### config.mk
export PLATFORM = sky130hd
export DESIGN_NAME = offset_base64_frame_receiver
export DESIGN_NICKNAME = d
export VERILOG_FILES = /design/src/rtl/core/obfr_pkg.sv /design/src/rtl/core/obfr_parser.sv /design/src/rtl/core/obfr_outbuf.sv /design/src/rtl/core/offset_base64_frame_receiver.sv
export SDC_FILE = /design/constraint.sdc
export NUM_CORES = 1
export LEC_CHECK = 0
export BUFFER_PORTS_ARGS = -buffer_cell sky130_fd_sc_hd__buf_2
export CAP_MARGIN = 20
export CORE_ASPECT_RATIO = 1.4
export CORE_MARGIN = 8
export CORE_UTILIZATION = 50
export CTS_BUF_LIST = sky130_fd_sc_hd__clkbuf_2 sky130_fd_sc_hd__clkbuf_4 sky130_fd_sc_hd__clkbuf_8
export CTS_CLUSTER_SIZE = 30
export DETAILED_ROUTE_END_ITERATION = 8
export GPL_TIMING_DRIVEN = 0
export PLACE_DENSITY_LB_ADDON = 0.3
export SYNTH_ARGS = -nofsm -noshare
export SYNTH_HDL_FRONTEND = slang
export SYNTH_SLANG_ARGS = --single-unit
export TNS_END_PERCENT = 50
### constraint.sdc
create_clock -name clk -period 9.5 [get_ports clk]
set_clock_uncertainty 0.05 [all_clocks]
set_input_delay 1.9 -clock clk [delete_from_list [all_inputs] [get_ports clk]]
set_output_delay 1.9 -clock clk [all_outputs]
set_load 0.05 [all_outputs]
### src/rtl/core/obfr_pkg.sv
package obfr_pkg;

    // Longest frame body (address, command and payload characters) accepted.
    localparam int MAX_FRAME_CHARS = 256;

    // Character counter holds 0 up to MAX_FRAME_CHARS.
    localparam int CNT_W = $clog2(MAX_FRAME_CHARS + 1);

    // Width for the length check: three times the group count and
    // expected_length plus three must both fit.
    localparam int CMP_W = (CNT_W + 1 > 9) ? CNT_W + 1 : 9;

    // Characters with a fixed meaning on the line.
    localparam logic [7:0] CH_START  = 8'h23;
    localparam logic [7:0] CH_OFFSET = 8'h3D;
    localparam logic [7:0] CH_LF     = 8'h0A;
    localparam logic [7:0] CH_CR     = 8'h0D;

    // Configuration register indexes.
    localparam logic [1:0] REG_DEVICE_ADDRESS  = 2'd0;
    localparam logic [1:0] REG_COMMAND_CODE    = 2'd1;
    localparam logic [1:0] REG_EXPECTED_LENGTH = 2'd2;

    // Frame status codes.
    localparam logic [2:0] ST_GOOD      = 3'd0;
    localparam logic [2:0] ST_BAD_START = 3'd1;
    localparam logic [2:0] ST_BAD_ADDR  = 3'd2;
    localparam logic [2:0] ST_BAD_CMD   = 3'd3;
    localparam logic [2:0] ST_OVERFLOW  = 3'd4;
    localparam logic [2:0] ST_CHECKSUM  = 3'd5;
    localparam logic [2:0] ST_LENGTH    = 3'd6;

    // Receiver phase.
    typedef enum logic [1:0] {
        PH_IDLE    = 2'd0,
        PH_ADDRESS = 2'd1,
        PH_COMMAND = 2'd2,
        PH_PAYLOAD = 2'd3
    } phase_t;

    // One result item (the last flag is derived at the output).
    typedef struct packed {
        logic       is_status;
        logic [7:0] data_byte;
        logic [2:0] frame_status;
    } res_t;

    // All results caused by one character.
    typedef struct packed {
        logic [1:0]     count;
        res_t [2:0]     item;
    } burst_t;

    // One configuration write.
    typedef struct packed {
        logic       valid;
        logic [1:0] index;
        logic [7:0] data;
    } cfg_wr_t;

endpackage

### src/rtl/core/obfr_parser.sv
module obfr_parser
    import obfr_pkg::*;
(
    input  logic         clk,
    input  logic         rst_n,
    input  cfg_wr_t      cfg_wr,
    input  logic         in_fire,
    input  logic [7:0]   in_char,
    output burst_t       burst
);

    // Configuration registers.
    logic [7:0]       dev_addr_reg;
    logic [7:0]       cmd_code_reg;
    logic [7:0]       exp_len_reg;

    // Frame state.
    phase_t           phase_reg, phase_next;
    logic [CNT_W-1:0] cnt_reg, cnt_next;
    logic [11:0]      sum_reg, sum_next;
    logic [7:0]       held_reg [2];
    logic [7:0]       held_next [2];
    logic [7:0]       group_reg [3];
    logic [7:0]       group_next [3];
    logic [7:0]       bytes_reg, bytes_next;
    logic             use_cr_reg, use_cr_next;

    // Working values.
    logic [7:0]       term;
    logic [7:0]       sum_hi_ch;
    logic [7:0]       sum_lo_ch;
    logic [CNT_W-1:0] groups;
    logic [CMP_W-1:0] total;
    logic [CMP_W-1:0] exp_wide;
    logic [2:0]       verdict;
    logic [23:0]      decoded;
    logic [1:0]       n_emit;

    // Four offset digits give three bytes, most significant bits first.
    function automatic logic [23:0] decode_group(input logic [7:0] c0, input logic [7:0] c1,
                                                 input logic [7:0] c2, input logic [7:0] c3);
        logic [7:0] a;
        logic [7:0] b;
        logic [7:0] e;
        logic [7:0] d;
        logic [7:0] b0;
        logic [7:0] b1;
        logic [7:0] b2;
        a  = c0 - CH_OFFSET;
        b  = c1 - CH_OFFSET;
        e  = c2 - CH_OFFSET;
        d  = c3 - CH_OFFSET;
        b0 = {a[5:0], 2'b00} | {4'b0000, b[7:4]};
        b1 = {b[3:0], 4'b0000} | {2'b00, e[7:2]};
        b2 = {e[1:0], 6'b000000} | d;
        return {b2, b1, b0};
    endfunction

    // Configuration writes; indexes beyond the list are ignored.
    always_ff @(posedge clk or negedge rst_n)
    begin
        if (!rst_n)
        begin
            dev_addr_reg <= 8'd98;
            cmd_code_reg <= 8'd68;
            exp_len_reg  <= 8'd0;
        end
        else if (cfg_wr.valid)
        begin
            unique case (cfg_wr.index)
                REG_DEVICE_ADDRESS:  dev_addr_reg <= cfg_wr.data;
                REG_COMMAND_CODE:    cmd_code_reg <= cfg_wr.data;
                REG_EXPECTED_LENGTH: exp_len_reg  <= cfg_wr.data;
                default:             ;
            endcase
        end
    end

    // Frame verdict at the terminator: checksum first, then length.
    always_comb
    begin
        sum_hi_ch = CH_OFFSET + {2'b00, sum_reg[11:6]};
        sum_lo_ch = CH_OFFSET + {2'b00, sum_reg[5:0]};
        groups    = (cnt_reg - CNT_W'(4)) >> 2;
        total     = CMP_W'({groups, 1'b0}) + CMP_W'(groups);
        exp_wide  = CMP_W'(exp_len_reg);
        if (cnt_reg < CNT_W'(4))
            verdict = ST_CHECKSUM;
        else if (held_reg[0] != sum_hi_ch || held_reg[1] != sum_lo_ch)
            verdict = ST_CHECKSUM;
        else if (total >= exp_wide && total < exp_wide + CMP_W'(3))
            verdict = ST_GOOD;
        else
            verdict = ST_LENGTH;
    end

    // Next state and results for the character in the input register.
    always_comb
    begin
        phase_next    = phase_reg;
        cnt_next      = cnt_reg;
        sum_next      = sum_reg;
        held_next     = held_reg;
        group_next    = group_reg;
        bytes_next    = bytes_reg;
        use_cr_next   = use_cr_reg;
        burst         = '0;
        n_emit        = 2'd0;
        term          = use_cr_reg ? CH_CR : CH_LF;
        decoded       = decode_group(group_reg[0], group_reg[1], group_reg[2], held_reg[0]);

        if (in_fire)
        begin
            unique case (phase_reg)
                PH_IDLE:
                begin
                    if (in_char == CH_START)
                    begin
                        phase_next = PH_ADDRESS;
                        cnt_next   = '0;
                        sum_next   = 12'(CH_START);
                        bytes_next = 8'd0;
                    end
                    else
                    begin
                        burst.count             = 2'd1;
                        burst.item[0].is_status = 1'b1;
                        burst.item[0].frame_status = ST_BAD_START;
                    end
                end
                PH_ADDRESS:
                begin
                    if (in_char == dev_addr_reg)
                    begin
                        phase_next = PH_COMMAND;
                        cnt_next   = CNT_W'(1);
                        sum_next   = sum_reg + {4'b0000, in_char};
                    end
                    else
                    begin
                        phase_next              = PH_IDLE;
                        burst.count             = 2'd1;
                        burst.item[0].is_status = 1'b1;
                        burst.item[0].frame_status = ST_BAD_ADDR;
                    end
                end
                PH_COMMAND:
                begin
                    if (in_char == cmd_code_reg)
                    begin
                        phase_next = PH_PAYLOAD;
                        cnt_next   = CNT_W'(2);
                        sum_next   = sum_reg + {4'b0000, in_char};
                    end
                    else
                    begin
                        phase_next              = PH_IDLE;
                        burst.count             = 2'd1;
                        burst.item[0].is_status = 1'b1;
                        burst.item[0].frame_status = ST_BAD_CMD;
                    end
                end
                PH_PAYLOAD:
                begin
                    if (in_char == term)
                    begin
                        phase_next              = PH_IDLE;
                        burst.count             = 2'd1;
                        burst.item[0].is_status = 1'b1;
                        burst.item[0].frame_status = verdict;
                    end
                    else if (cnt_reg >= CNT_W'(MAX_FRAME_CHARS))
                    begin
                        phase_next              = PH_IDLE;
                        use_cr_next             = ~use_cr_reg;
                        burst.count             = 2'd1;
                        burst.item[0].is_status = 1'b1;
                        burst.item[0].frame_status = ST_OVERFLOW;
                    end
                    else
                    begin
                        cnt_next = cnt_reg + CNT_W'(1);
                        if (cnt_reg < CNT_W'(4))
                        begin
                            // The first two payload characters only fill the holding pair.
                            held_next[cnt_reg[0]] = in_char;
                        end
                        else
                        begin
                            // The oldest held character is known not to be checksum.
                            held_next[0] = held_reg[1];
                            held_next[1] = in_char;
                            sum_next     = sum_reg + {4'b0000, held_reg[0]};
                            case (cnt_reg[1:0])
                                2'd0:    group_next[0] = held_reg[0];
                                2'd1:    group_next[1] = held_reg[0];
                                2'd2:    group_next[2] = held_reg[0];
                                default:
                                begin
                                    // Group complete: emit bytes up to the expected length.
                                    for (int i = 0; i < 3; i++)
                                    begin
                                        if ({1'b0, bytes_reg} + 9'(i) < {1'b0, exp_len_reg})
                                        begin
                                            burst.item[i].data_byte = decoded[8*i +: 8];
                                            n_emit = n_emit + 2'd1;
                                        end
                                    end
                                    burst.count = n_emit;
                                    bytes_next  = bytes_reg + {6'b000000, n_emit};
                                end
                            endcase
                        end
                    end
                end
                default: ;
            endcase
        end
    end

    // State registers.
    always_ff @(posedge clk or negedge rst_n)
    begin
        if (!rst_n)
        begin
            phase_reg    <= PH_IDLE;
            cnt_reg      <= '0;
            sum_reg      <= '0;
            held_reg[0]  <= '0;
            held_reg[1]  <= '0;
            group_reg[0] <= '0;
            group_reg[1] <= '0;
            group_reg[2] <= '0;
            bytes_reg    <= '0;
            use_cr_reg   <= 1'b0;
        end
        else
        begin
            phase_reg  <= phase_next;
            cnt_reg    <= cnt_next;
            sum_reg    <= sum_next;
            held_reg   <= held_next;
            group_reg  <= group_next;
            bytes_reg  <= bytes_next;
            use_cr_reg <= use_cr_next;
        end
    end

endmodule

### src/rtl/core/obfr_outbuf.sv
module obfr_outbuf
    import obfr_pkg::*;
(
    input  logic   clk,
    input  logic   rst_n,
    input  logic   load,
    input  burst_t burst,
    input  logic   pop,
    output logic   can_load,
    output logic   head_valid,
    output logic   head_last,
    output res_t   head
);

    // Holds the results of one character; entry 0 is the head.
    res_t       ent_reg [3];
    res_t       ent_next [3];
    logic [1:0] cnt_reg, cnt_next;

    // A new burst may land once the buffer is empty or its last beat leaves now.
    assign can_load   = (cnt_reg == 2'd0) || (cnt_reg == 2'd1 && pop);
    assign head_valid = (cnt_reg != 2'd0);
    assign head_last  = (cnt_reg == 2'd1);
    assign head       = ent_reg[0];

    // Shift out on a taken beat, overwrite on a load.
    always_comb
    begin
        ent_next = ent_reg;
        cnt_next = cnt_reg;
        if (pop)
        begin
            ent_next[0] = ent_reg[1];
            ent_next[1] = ent_reg[2];
            cnt_next    = cnt_reg - 2'd1;
        end
        if (load)
        begin
            ent_next[0] = burst.item[0];
            ent_next[1] = burst.item[1];
            ent_next[2] = burst.item[2];
            cnt_next    = burst.count;
        end
    end

    // Count register.
    always_ff @(posedge clk or negedge rst_n)
    begin
        if (!rst_n)
            cnt_reg <= 2'd0;
        else
            cnt_reg <= cnt_next;
    end

    // Result payload.
    always_ff @(posedge clk)
    begin
        ent_reg <= ent_next;
    end

endmodule

### src/rtl/core/offset_base64_frame_receiver.sv
// Channel   Direction  Signals                     Contents
// s_axis    in         s_tvalid/s_tready/s_tdata   one received character
// m_axis    out        m_tvalid/m_tready/m_t*      decoded byte or frame status
// cfg       in         cfg_valid/cfg_ready/...     register index and write data
//
// A character waits in the input register, then its results (none to three) are loaded
// into the output buffer together and leave one beat per cycle while m_tready is high.
// A character that releases three decoded bytes holds the output until all three are taken;
// the next character is processed in the cycle its last beat is taken.
// The output buffer is three entries deep; cfg_ready is always high.
// Reset clears the phase, counters, terminator choice and registers to their defaults.
// A stall on m_tready holds the buffer and, once the input register is full, s_tready.
module offset_base64_frame_receiver
    import obfr_pkg::*;
(
    input  logic        clk,
    input  logic        rst_n,
    input  logic        s_tvalid,
    output logic        s_tready,
    input  logic [7:0]  s_tdata,    // [7:0] rx_char
    output logic        m_tvalid,
    input  logic        m_tready,
    output logic [15:0] m_tdata,    // [7:0] data_byte, [10:8] frame_status, [15:11] zero
    output logic        m_tuser,    // [0] is_status
    output logic        m_tlast,
    input  logic        cfg_valid,
    output logic        cfg_ready,
    input  logic [1:0]  cfg_index,
    input  logic [7:0]  cfg_data
);

    logic       pend_valid_reg;
    logic [7:0] pend_char_reg;
    logic       fire;
    logic       can_load;
    logic       pop;
    logic       head_valid;
    logic       head_last;
    res_t       head;
    burst_t     burst;
    cfg_wr_t    cfg_wr;

    assign cfg_ready    = 1'b1;
    assign cfg_wr.valid = cfg_valid;
    assign cfg_wr.index = cfg_index;
    assign cfg_wr.data  = cfg_data;

    // The pending character is processed when the buffer can take its results.
    assign pop      = head_valid && m_tready;
    assign fire     = pend_valid_reg && can_load;
    assign s_tready = !pend_valid_reg || fire;

    // Input register.
    always_ff @(posedge clk or negedge rst_n)
    begin
        if (!rst_n)
            pend_valid_reg <= 1'b0;
        else if (s_tready)
            pend_valid_reg <= s_tvalid;
    end

    always_ff @(posedge clk)
    begin
        if (s_tready && s_tvalid)
            pend_char_reg <= s_tdata;
    end

    obfr_parser u_parser
    (
        .clk     (clk),
        .rst_n   (rst_n),
        .cfg_wr  (cfg_wr),
        .in_fire (fire),
        .in_char (pend_char_reg),
        .burst   (burst)
    );

    obfr_outbuf u_outbuf
    (
        .clk        (clk),
        .rst_n      (rst_n),
        .load       (fire),
        .burst      (burst),
        .pop        (pop),
        .can_load   (can_load),
        .head_valid (head_valid),
        .head_last  (head_last),
        .head       (head)
    );

    // Output beat.
    assign m_tvalid = head_valid;
    assign m_tlast  = head_last;
    assign m_tuser  = head.is_status;
    assign m_tdata  = {5'b00000, head.frame_status, head.data_byte};

    // A character waiting for the buffer stays put.
    assert property (@(posedge clk) disable iff (!rst_n)
        pend_valid_reg && !fire |=> pend_valid_reg && $stable(pend_char_reg))
        else $error("pending character lost while the buffer was busy");

    // A status always closes the burst of its character.
    assert property (@(posedge clk) disable iff (!rst_n)
        m_tvalid && m_tuser |-> m_tlast)
        else $error("status beat not marked last");

    // Data beats carry a zero status code.
    assert property (@(posedge clk) disable iff (!rst_n)
        m_tvalid && !m_tuser |-> m_tdata[10:8] == ST_GOOD)
        else $error("data beat with a status code");

    // A loaded burst with results is presented in the next cycle.
    assert property (@(posedge clk) disable iff (!rst_n)
        fire && burst.count != 2'd0 |=> m_tvalid)
        else $error("loaded burst not presented");

endmodule

# == Yosys cells after proc, flatten, opt, wreduce, memory -nomap -nowiden ==
# Index checks and enable logic that the tools add are counted.
# word_totals
register_bits,133
latchBits,0
ramBits,0
rom_bits,0
in_bits,23
output_inout_bits,21
memories,0
# op_classes
add_sub_neg,18
n_mul,0
div,0
n_lt_le_gt_ge,9
n_eq_ne,22
shift,0
muxes,96
bitwise,10
n_reduce_logical,31
# op_table
op,n
$mux 8,24
$mux 12,6
$mux 2,33
$pmux 12 s4,1
$mux 9,5
$mux 36,1
$pmux 9 s4,1
$add 12x8->12,2
$eq 8x8->1,3
$mux 24,1
$reduce_and 6->1,4
$sub 8x6->8 const B,3
$add 8x2->9 const B,2
$lt 9x8->1,2
$mux 3,6
$bwmux 16,1
$mux 16,1
$pmux 2 s4,2
$pmux 8 s2,1
$add 6x6->7 const A,2
$reduce_and 7->1,2
$pmux 3 s4,1
$ge 10x8->1,1
$lt 10x10->1,1
39 further kinds,80

# == Depth between registers and ports, before layout ==
# Gate-level depths: netlist of the first run.
# logic_depth
depth_word,30
ltp_mapped,17

# == Modules after synthesis ==
# From an unflattened synthesis of the first run, not the netlist that was laid out.
# unflattened
cells_unflattened,956
area_unflattened_um2,9545.4
# by_module_without_submodules
mod,instances,cells_each,area_each_um2
obfr_parser,1,842,7557.2
obfr_outbuf,1,92,1629.1
offset_base64_frame_receiver,1,22,359.1

# == Worst setup path before layout of the first run ==
# OpenSTA, ideal clock, no wires.
# synth_timing
kind,input port to output port
startpoint,in m_tready
endpoint,out s_tready
t_arrival_ns,2.350
required_time_ns,7.550
path_slack_ns,5.200
path_stages,2
cell_sequence,a21oi_1 -> nand2_1
# synth_via
elab_chain_cells,5
# synth_lines
element,line_no,source
start: declaration,offset_base64_frame_receiver.sv:22,"input logic m_tready,"
$logic_and 1x1->1,offset_base64_frame_receiver.sv:49,assign pop = head_valid && m_tready;
$logic_and 1x1->1,obfr_outbuf.sv:21,assign can_load = (cnt_reg == 2'd0) || (cnt_reg == 2'd1 && pop);
$logic_or 1x1->1,obfr_outbuf.sv:21,
$logic_and 1x1->1,offset_base64_frame_receiver.sv:50,assign fire = pend_valid_reg && can_load;
$logic_or 1x1->1,offset_base64_frame_receiver.sv:51,assign s_tready = !pend_valid_reg || fire;
end: declaration,offset_base64_frame_receiver.sv:19,"output logic s_tready,"
# No other way between the ends.

# == Worst setup path in the final report of the first run ==
# Ends and elaborated chain as after synthesis.

==> impl_results.md, run 1 <==
- Outcome: completed
- Post-Syn Area per Cell: 9.73 sq um
- Proportion of layout cells with a drive suffix above 1: 15.6%
- Initial antenna violation count: 0
- Cts repair resizes: 0
- Static leakage: 4.50 nW
- Ys async rst share: 72.9%
- Largest net degree at the start of global routing: 69
- CTS tree: done
- Hold Crit Start: u_parser.use_cr_reg$_DFFE_PN0P_
- Synth Warn #: 0
- Power Internal: 1.21 mW
- Vias: 6733
- Hpwl dp: 15300 um
- Top Ports: 44
- Drt first pass iters: 5
- Max incr delay on CP: 0.22 ns
- Setup bufs post-CTS: 0
- Synth Register Bits: 133
- Cell taking the most area after synthesis: dfrtp_1
- Combinational share of power: 34.7%
- H-tree depth: 4
- CTS Buffer Depth: 2
- First-pass GRT wire length: 33100 um
- Core area: 17300 sq um
- Post-DP Area: 9390 sq um
- Sw frac: 37.4%
- Worst-path clk slew: 0.08 ns
- Diode count: 0
- Fin. Hold Viols: 0
- Hold_buf cts: 0
- Die footprint: 22300 sq um
- CP most frequent cell: buf_2
- Gr usage total: 18.7%
- Post-synth EDFFs: 36
- Max Cap Viol: 0
- Final GP Congestion: 0.864
- Sequential power share: 39.7%
- Mean routed wirelength per cell: 16.4 um
- Fin crit share: 46.4%
- Root Driver: clkbuf_8
- Gate Count Post-Synth: 910
- Initial drt markers: 405
- Fin Setup TNS: 0 ns
- Synth top cells by count: nand2_1 (101), dfrtp_1 (92), ha_1 (76), o21ai_0 (67), nor2_1 (56)
- Crit path max fanout: 3
- FMAX: 0.227 GHz
- Switch Pwr: 0.719 mW
- Initial Util: 51.1%
- Die Y: 173 um
- Slowest stage cell, crit path: buf_2
- Clk Latency, worst-skew pair: 0.45 ns
- Crit start category: input pin
- Post-DRT Antenna Nets: 0
- Worst Hold Class: reg2reg
- Slew headroom: 51.2%
- Avg Vias per Cell: 5.51
- Post-synthesis sequential area ratio: 39.7%
- Crit end category: output pin
- Minimum clock period: 4.41 ns
- CTS Buf Count: 17
- Pwr Density: 196 nW/um^2
- Most common cell in the synthesized netlist: nand2_1
- Yosys top cell area share: 26.0%
- Unique cell type count in the Yosys netlist: 67
- Max reg flops: 22
- Nets: 1075
- Grt total ovfl: 0
- Data required time of the worst path: 7.55 ns
- Slew @ Worst Pin: 0.714 ns
- Design Area, Final: 9800 sq um
- Cells on worst reg2reg path: 16
- WL final: 20100 um
- Synthesized area: 8850 sq um
- Crit Path Class: in2out
- Vias in the first global route: 6657
- Hold Crit Depth: 1
- R2R Path Start: u_parser.bytes_reg[3]$_DFFE_PN0P_
- I/O Buffers: 37
- Die extent in x: 128 um
- FP Rows: 57
- Sink Count: 133
- Layout area overhead: 10.7%
- Reg2Reg Capture Point: u_parser.bytes_reg[6]$_DFFE_PN0P_
- Top cells by area, synth: dfrtp_1 (26%), edfxtp_1 (12%), ha_1 (11%)
- Clk network pwr share: 25.5%
- Reg2Reg Setup Slack: 5.21 ns
- Hold EP: u_parser.use_cr_reg$_DFFE_PN0P_
- Final Util: 56.6%
- Top_reg_cell synth: dfrtp_1
- Cell Chain, Critical Path: buf_2, a21oi_1, nand2_1, buf_2
- RSZ-0062 raised after global routing: false
- Peak VDD IR: 0.000136 V
- Data arrival, critical path: 2.46 ns
- DRC: 0
- Final Max Tran Viols: 0
- Final setup violating endpoints: 0
==> layout make-up <==
class,instances,area (sq um)
fillers,1555,7530
multi-input cells,682,4910
flip-flops and latches,133,3510
well taps,236,295
clock buffers,22,290
plain buffers,52,269
repair buffers,40,228
inverters,47,176
clock inverters,10,119
==> power by group through the flow <==
stage	clock network [mW]	registers (mW)	logic (mW)
2_1_floorplan	0	0.764	0.507
3_3_place_gp	0	0.773	0.652
3_5_place_dp	0	0.776	0.669
4_1_cts	0.500	0.764	0.672
5_1_grt	0.525	0.775	0.745
6_report	0.491	0.765	0.668
==> stage by stage <==
| stage | power (mW) | hold WS, ns | setup WS [ns] | std cells |
|---|---|---|---|---|
| after global placement | 1.42 | 0.433 | 5.00 | 1187 |
| after detailed placement | 1.44 | 0.435 | 4.97 | 1190 |
| after CTS | 1.94 | 0.453 | 5.08 | 1222 |
| after global routing | 2.04 | 0.464 | 4.91 | 1222 |
| final | 1.92 | 0.452 | 5.09 | 1222 |
| after floorplan | 1.27 | 0.410 | 5.20 | 914 |
==> cell families (layout without fill, tap and decap cells) <==
group	after synthesis	count (layout)	synth area share [%]
AND/OR/NAND/NOR	262	262	14.2
AO/OA/AOI/OAI	182	182	12.9
flip-flops	133	133	39.7
buffers and inverters	99	171	5.03
XOR/XNOR	96	96	9.50
adder cells (fa/ha/maj)	79	79	11.4
multiplexers	57	57	7.15
other	2	6	0.0848
==> critical path: cells and delay by family <==
| family | cells | cell delay (ns) |
|---|---|---|
| compound gates | 1 | 0.15 |
| simple gates | 1 | 0.10 |
| buf+inv | 2 | 0.32 |
==> layer usage <==
metal | up-vias | global-route usage (%) | part of all wire [%]
met4 | 0 | 6.76 | 2.4
met1 | 3217 | 22.1 | 43
met2 | 168 | 32.5 | 51
met3 | 36 | 3.82 | 4.0
li1 | 3312 | - | -
met5 | - | 0 | 0
==> cells in the final DEF (no fill, tap or decap), types with 9 or more instances in the layout <==
cell type  count
buf_2         39
xor2_1        44
o31ai_1        9
nand2_1      101
nor3b_1        9
nor2_1        56
nor4_1         9
nand3_1       23
a21o_1        12
clkbuf_1      32
mux2_2        50
buf_4         19
a21oi_1       39
ha_1          76
dfrtp_1       92
nor3_1        16
o21ai_0       67
xnor2_1       52
inv_1         47
edfxtp_1      36
clkbuf_8      20
==> worst max-delay path by stage <==
stage                                   endpoint  slack [ns]  cells after the start                         startpoint
2_1_floorplan                           s_tready        5.20                      2                           m_tready
3_3_place_gp     u_parser.sum_reg[5]$_DFFE_PN0P_        5.00                     11                           m_tready
3_5_place_dp     u_parser.sum_reg[5]$_DFFE_PN0P_        4.97                     11                           m_tready
4_1_cts                                 s_tready        5.08                      4                           m_tready
5_1_grt        u_parser.bytes_reg[6]$_DFFE_PN0P_        4.91                     16  u_parser.bytes_reg[3]$_DFFE_PN0P_
6_report                                s_tready        5.09                      4                           m_tready
Power figures use the tool's default switching activity.
==> run 2: changes to the inputs <==
Clock period 9.5 ns to 4.31 ns, I/O delays scaled along.
==> run 2 against run 1 <==
Against the previous run: combinational power is 120% higher; non-clock buffer count is 1 lower; sequential power is 120% higher; sequential cell count stayed put.
==> impl_results.md, run 2 (synthesis results as in run 1) <==
- WP buf/inv: 1 (-1)
- Layout area overhead: 11.1%
- Diode count: 0 (unchanged)
- Worst-path clk slew: 0.08 ns (about the same)
- Hpwl dp: 15300 um (unchanged)
- Setup bufs post-CTS: 0 (unchanged)
- Proportion of layout cells with a drive suffix above 1: 16.5% (+0.93 points)
- Nets: 1074 (-0.093%)
- Slew headroom: 51.0% (-0.17 points)
- Reg2Reg Setup Slack: 0.24 ns (-4.97 ns)
- Fin Setup TNS: 0 ns (unchanged)
- Final setup violating endpoints: 0 (unchanged)
- Initial Util: 51.1% (unchanged)
- Fillers: 1548 (-0.45%)
- Max Cap Viol: 0 (unchanged)
- Root Driver: clkbuf_8
- Data required time of the worst path: 4.60 ns (-2.95 ns)
- Clk Latency, worst-skew pair: 0.45 ns (about the same)
- Fin crit share: 94.4%
- Cell Chain, Critical Path: ha_1, nand3_1, xnor2_1, ha_1, a21o_1, a21oi_1, o21ai_0, a31oi_2, ha_1, xnor2_1, ha_1, inv_1, fa_1, nor4_2, xnor2_1, nor2_1
- Mean routed wirelength per cell: 16.4 um (-0.19%)
- Core area: 17300 sq um (unchanged)
- Fin. Hold Viols: 0 (unchanged)
- Gr usage total: 18.7% (unchanged)
- Peak VDD IR: 0.000299 V (+120%)
- Initial drt markers: 367 (-9.4%)
- Final GP Congestion: 0.864 (unchanged)
- Minimum clock period: 4.07 ns
- FP Rows: 57 (unchanged)
- Delay-heaviest family, CP: adder cells
- I/O Buffers: 37 (unchanged)
- RSZ-0062 raised after global routing: false
- H-tree depth: 4 (unchanged)
- CTS Buf Count: 17 (unchanged)
- Largest net degree at the start of global routing: 69 (unchanged)
- CTS Buffer Depth: 2 (unchanged)
- Crit end category: flip-flop
- DRC: 0 (unchanged)
- Static leakage: 4.50 nW (about the same)
- Final non-filler cell total: 1221 (-0.082%)
- CP most frequent cell: ha_1
- Data arrival, critical path: 4.36 ns (+1.90 ns)
- Commonest non-fill, non-tap cell in the layout: nand2_1
- Die extent in x: 128 um (unchanged)
- Sink Count: 133 (unchanged)
- Grt total ovfl: 0 (unchanged)
- Max incr delay on CP: 0.47 ns (+0.25 ns)
- Outcome: completed
- Worst Hold Class: in2async
- Crit start category: flip-flop
- Drt first pass iters: 5 (unchanged)
- Top Ports: 44 (unchanged)
- First-pass GRT wire length: 33100 um (unchanged)
- Slew @ Worst Pin: 0.716 ns (+0.00253 ns)
- Commonest cells after routing, fill and taps aside: nand2_1 (101), dfrtp_1 (88), ha_1 (75), o21ai_0 (67), nor2_1 (56)
- FMAX: 0.246 GHz
- Die footprint: 22300 sq um (unchanged)
- Vias in the first global route: 6657 (unchanged)
- Post-DRT Antenna Nets: 0 (unchanged)
- Final Max Tran Viols: 0 (unchanged)
- Max reg flops: 22 (unchanged)
- Avg Vias per Cell: 5.51 (about the same)
- Crit Path Class: reg2reg
- Slowest stage cell, crit path: dfrtp_2
- CTS tree: done
- WL final: 20000 um (-0.27%)
- Crit path max fanout: 8 (+5)
- Vias: 6730 (-0.045%)
- Dpl cells: 1190 (unchanged)
- Die Y: 173 um (unchanged)
- Pwr Density: 433 nW/um^2 (+120%)
- Initial antenna violation count: 0 (unchanged)
## run 2: cell count changes in the layout (fill, tap and decap cells not counted), sizes merged
| cell | previous run | this run |
|---|---|---|
| clkbuf | 54 | 53 |
## run 2: area by class of cell
type / instances / area [sq um] / share of cell area [%]
plain buffers: 51 / 267 / 2.71
clock buffers: 22 / 290 / 2.95
clock inverters: 10 / 119 / 1.21
inverters: 47 / 176 / 1.79
multi-input cells: 682 / 4940 / 50.3
flip-flops and latches: 133 / 3520 / 35.8
well taps: 236 / 295 / 3.00
repair buffers: 40 / 228 / 2.31
## run 2: worst paths after layout
path	startpoint	cells after the start	endpoint
setup / recovery	u_parser.bytes_reg[0]$_DFFE_PN0P_	16	u_parser.bytes_reg[6]$_DFFE_PN0P_
hold / removal	rst_n	1	u_parser.cmd_code_reg[3]$_DFFE_PN0P_
setup reg to reg	u_parser.bytes_reg[0]$_DFFE_PN0P_	16	u_parser.bytes_reg[6]$_DFFE_PN0P_
hold reg to reg	u_parser.use_cr_reg$_DFFE_PN0P_	1	u_parser.use_cr_reg$_DFFE_PN0P_
max in group asynchronous	rst_n	2	u_parser.cnt_reg[2]$_DFFE_PN0P_
min in group clk	u_parser.use_cr_reg$_DFFE_PN0P_	1	u_parser.use_cr_reg$_DFFE_PN0P_
## run 2: per-stage QoR
stage               power [mW]  instance area [sq um]  setup slack [ns]  hold slack (ns)  utilization (%)
finish                    4.26                   9840             0.240            0.292             56.8
floorplan                 2.80                   8870             0.657            0.410                -
CTS                       4.27                   9800            0.0103            0.287             56.6
global placement          3.14                   9350            0.0204            0.433             54.0
global route              4.53                   9840          0.000275            0.296             56.8
detailed placement        3.18                   9390            0.0695            0.435             54.2
## run 2: repair_timing
item,in CTS,in global routing
hold buffers,0,0
resized for setup,0,11
setup endpoints to repair,0,7
hold endpoints to repair,0,0
## run 2: layer usage
layer / global-route usage [%] / vias to the layer above / routed length [um]
met1: 22.1 / 3205 / 8550
met2: 32.5 / 173 / 10200
met4: 6.76 / 0 / 465
met5: 0 / - / 0
li1: - / 3316 / -
met3: 3.82 / 36 / 839
## run 2: power by group
group / switching [mW] / internal [mW]
registers: 0.133 / 1.55
clock network: 0.504 / 0.578
logic: 0.955 / 0.535
total: 1.59 / 2.67
## run 2: worst register-to-register path: stages, from the launching register on
cell     delay (ns)
dfrtp_2        0.47
ha_1           0.22
nand3_1        0.16
xnor2_1        0.18
ha_1           0.30
a21o_1         0.16
a21oi_1        0.13
o21ai_0        0.19
a31oi_2        0.32
ha_1           0.29
xnor2_1        0.25
ha_1           0.23
inv_1          0.06
fa_1           0.42
nor4_2         0.33
xnor2_1        0.16
nor2_1         0.06
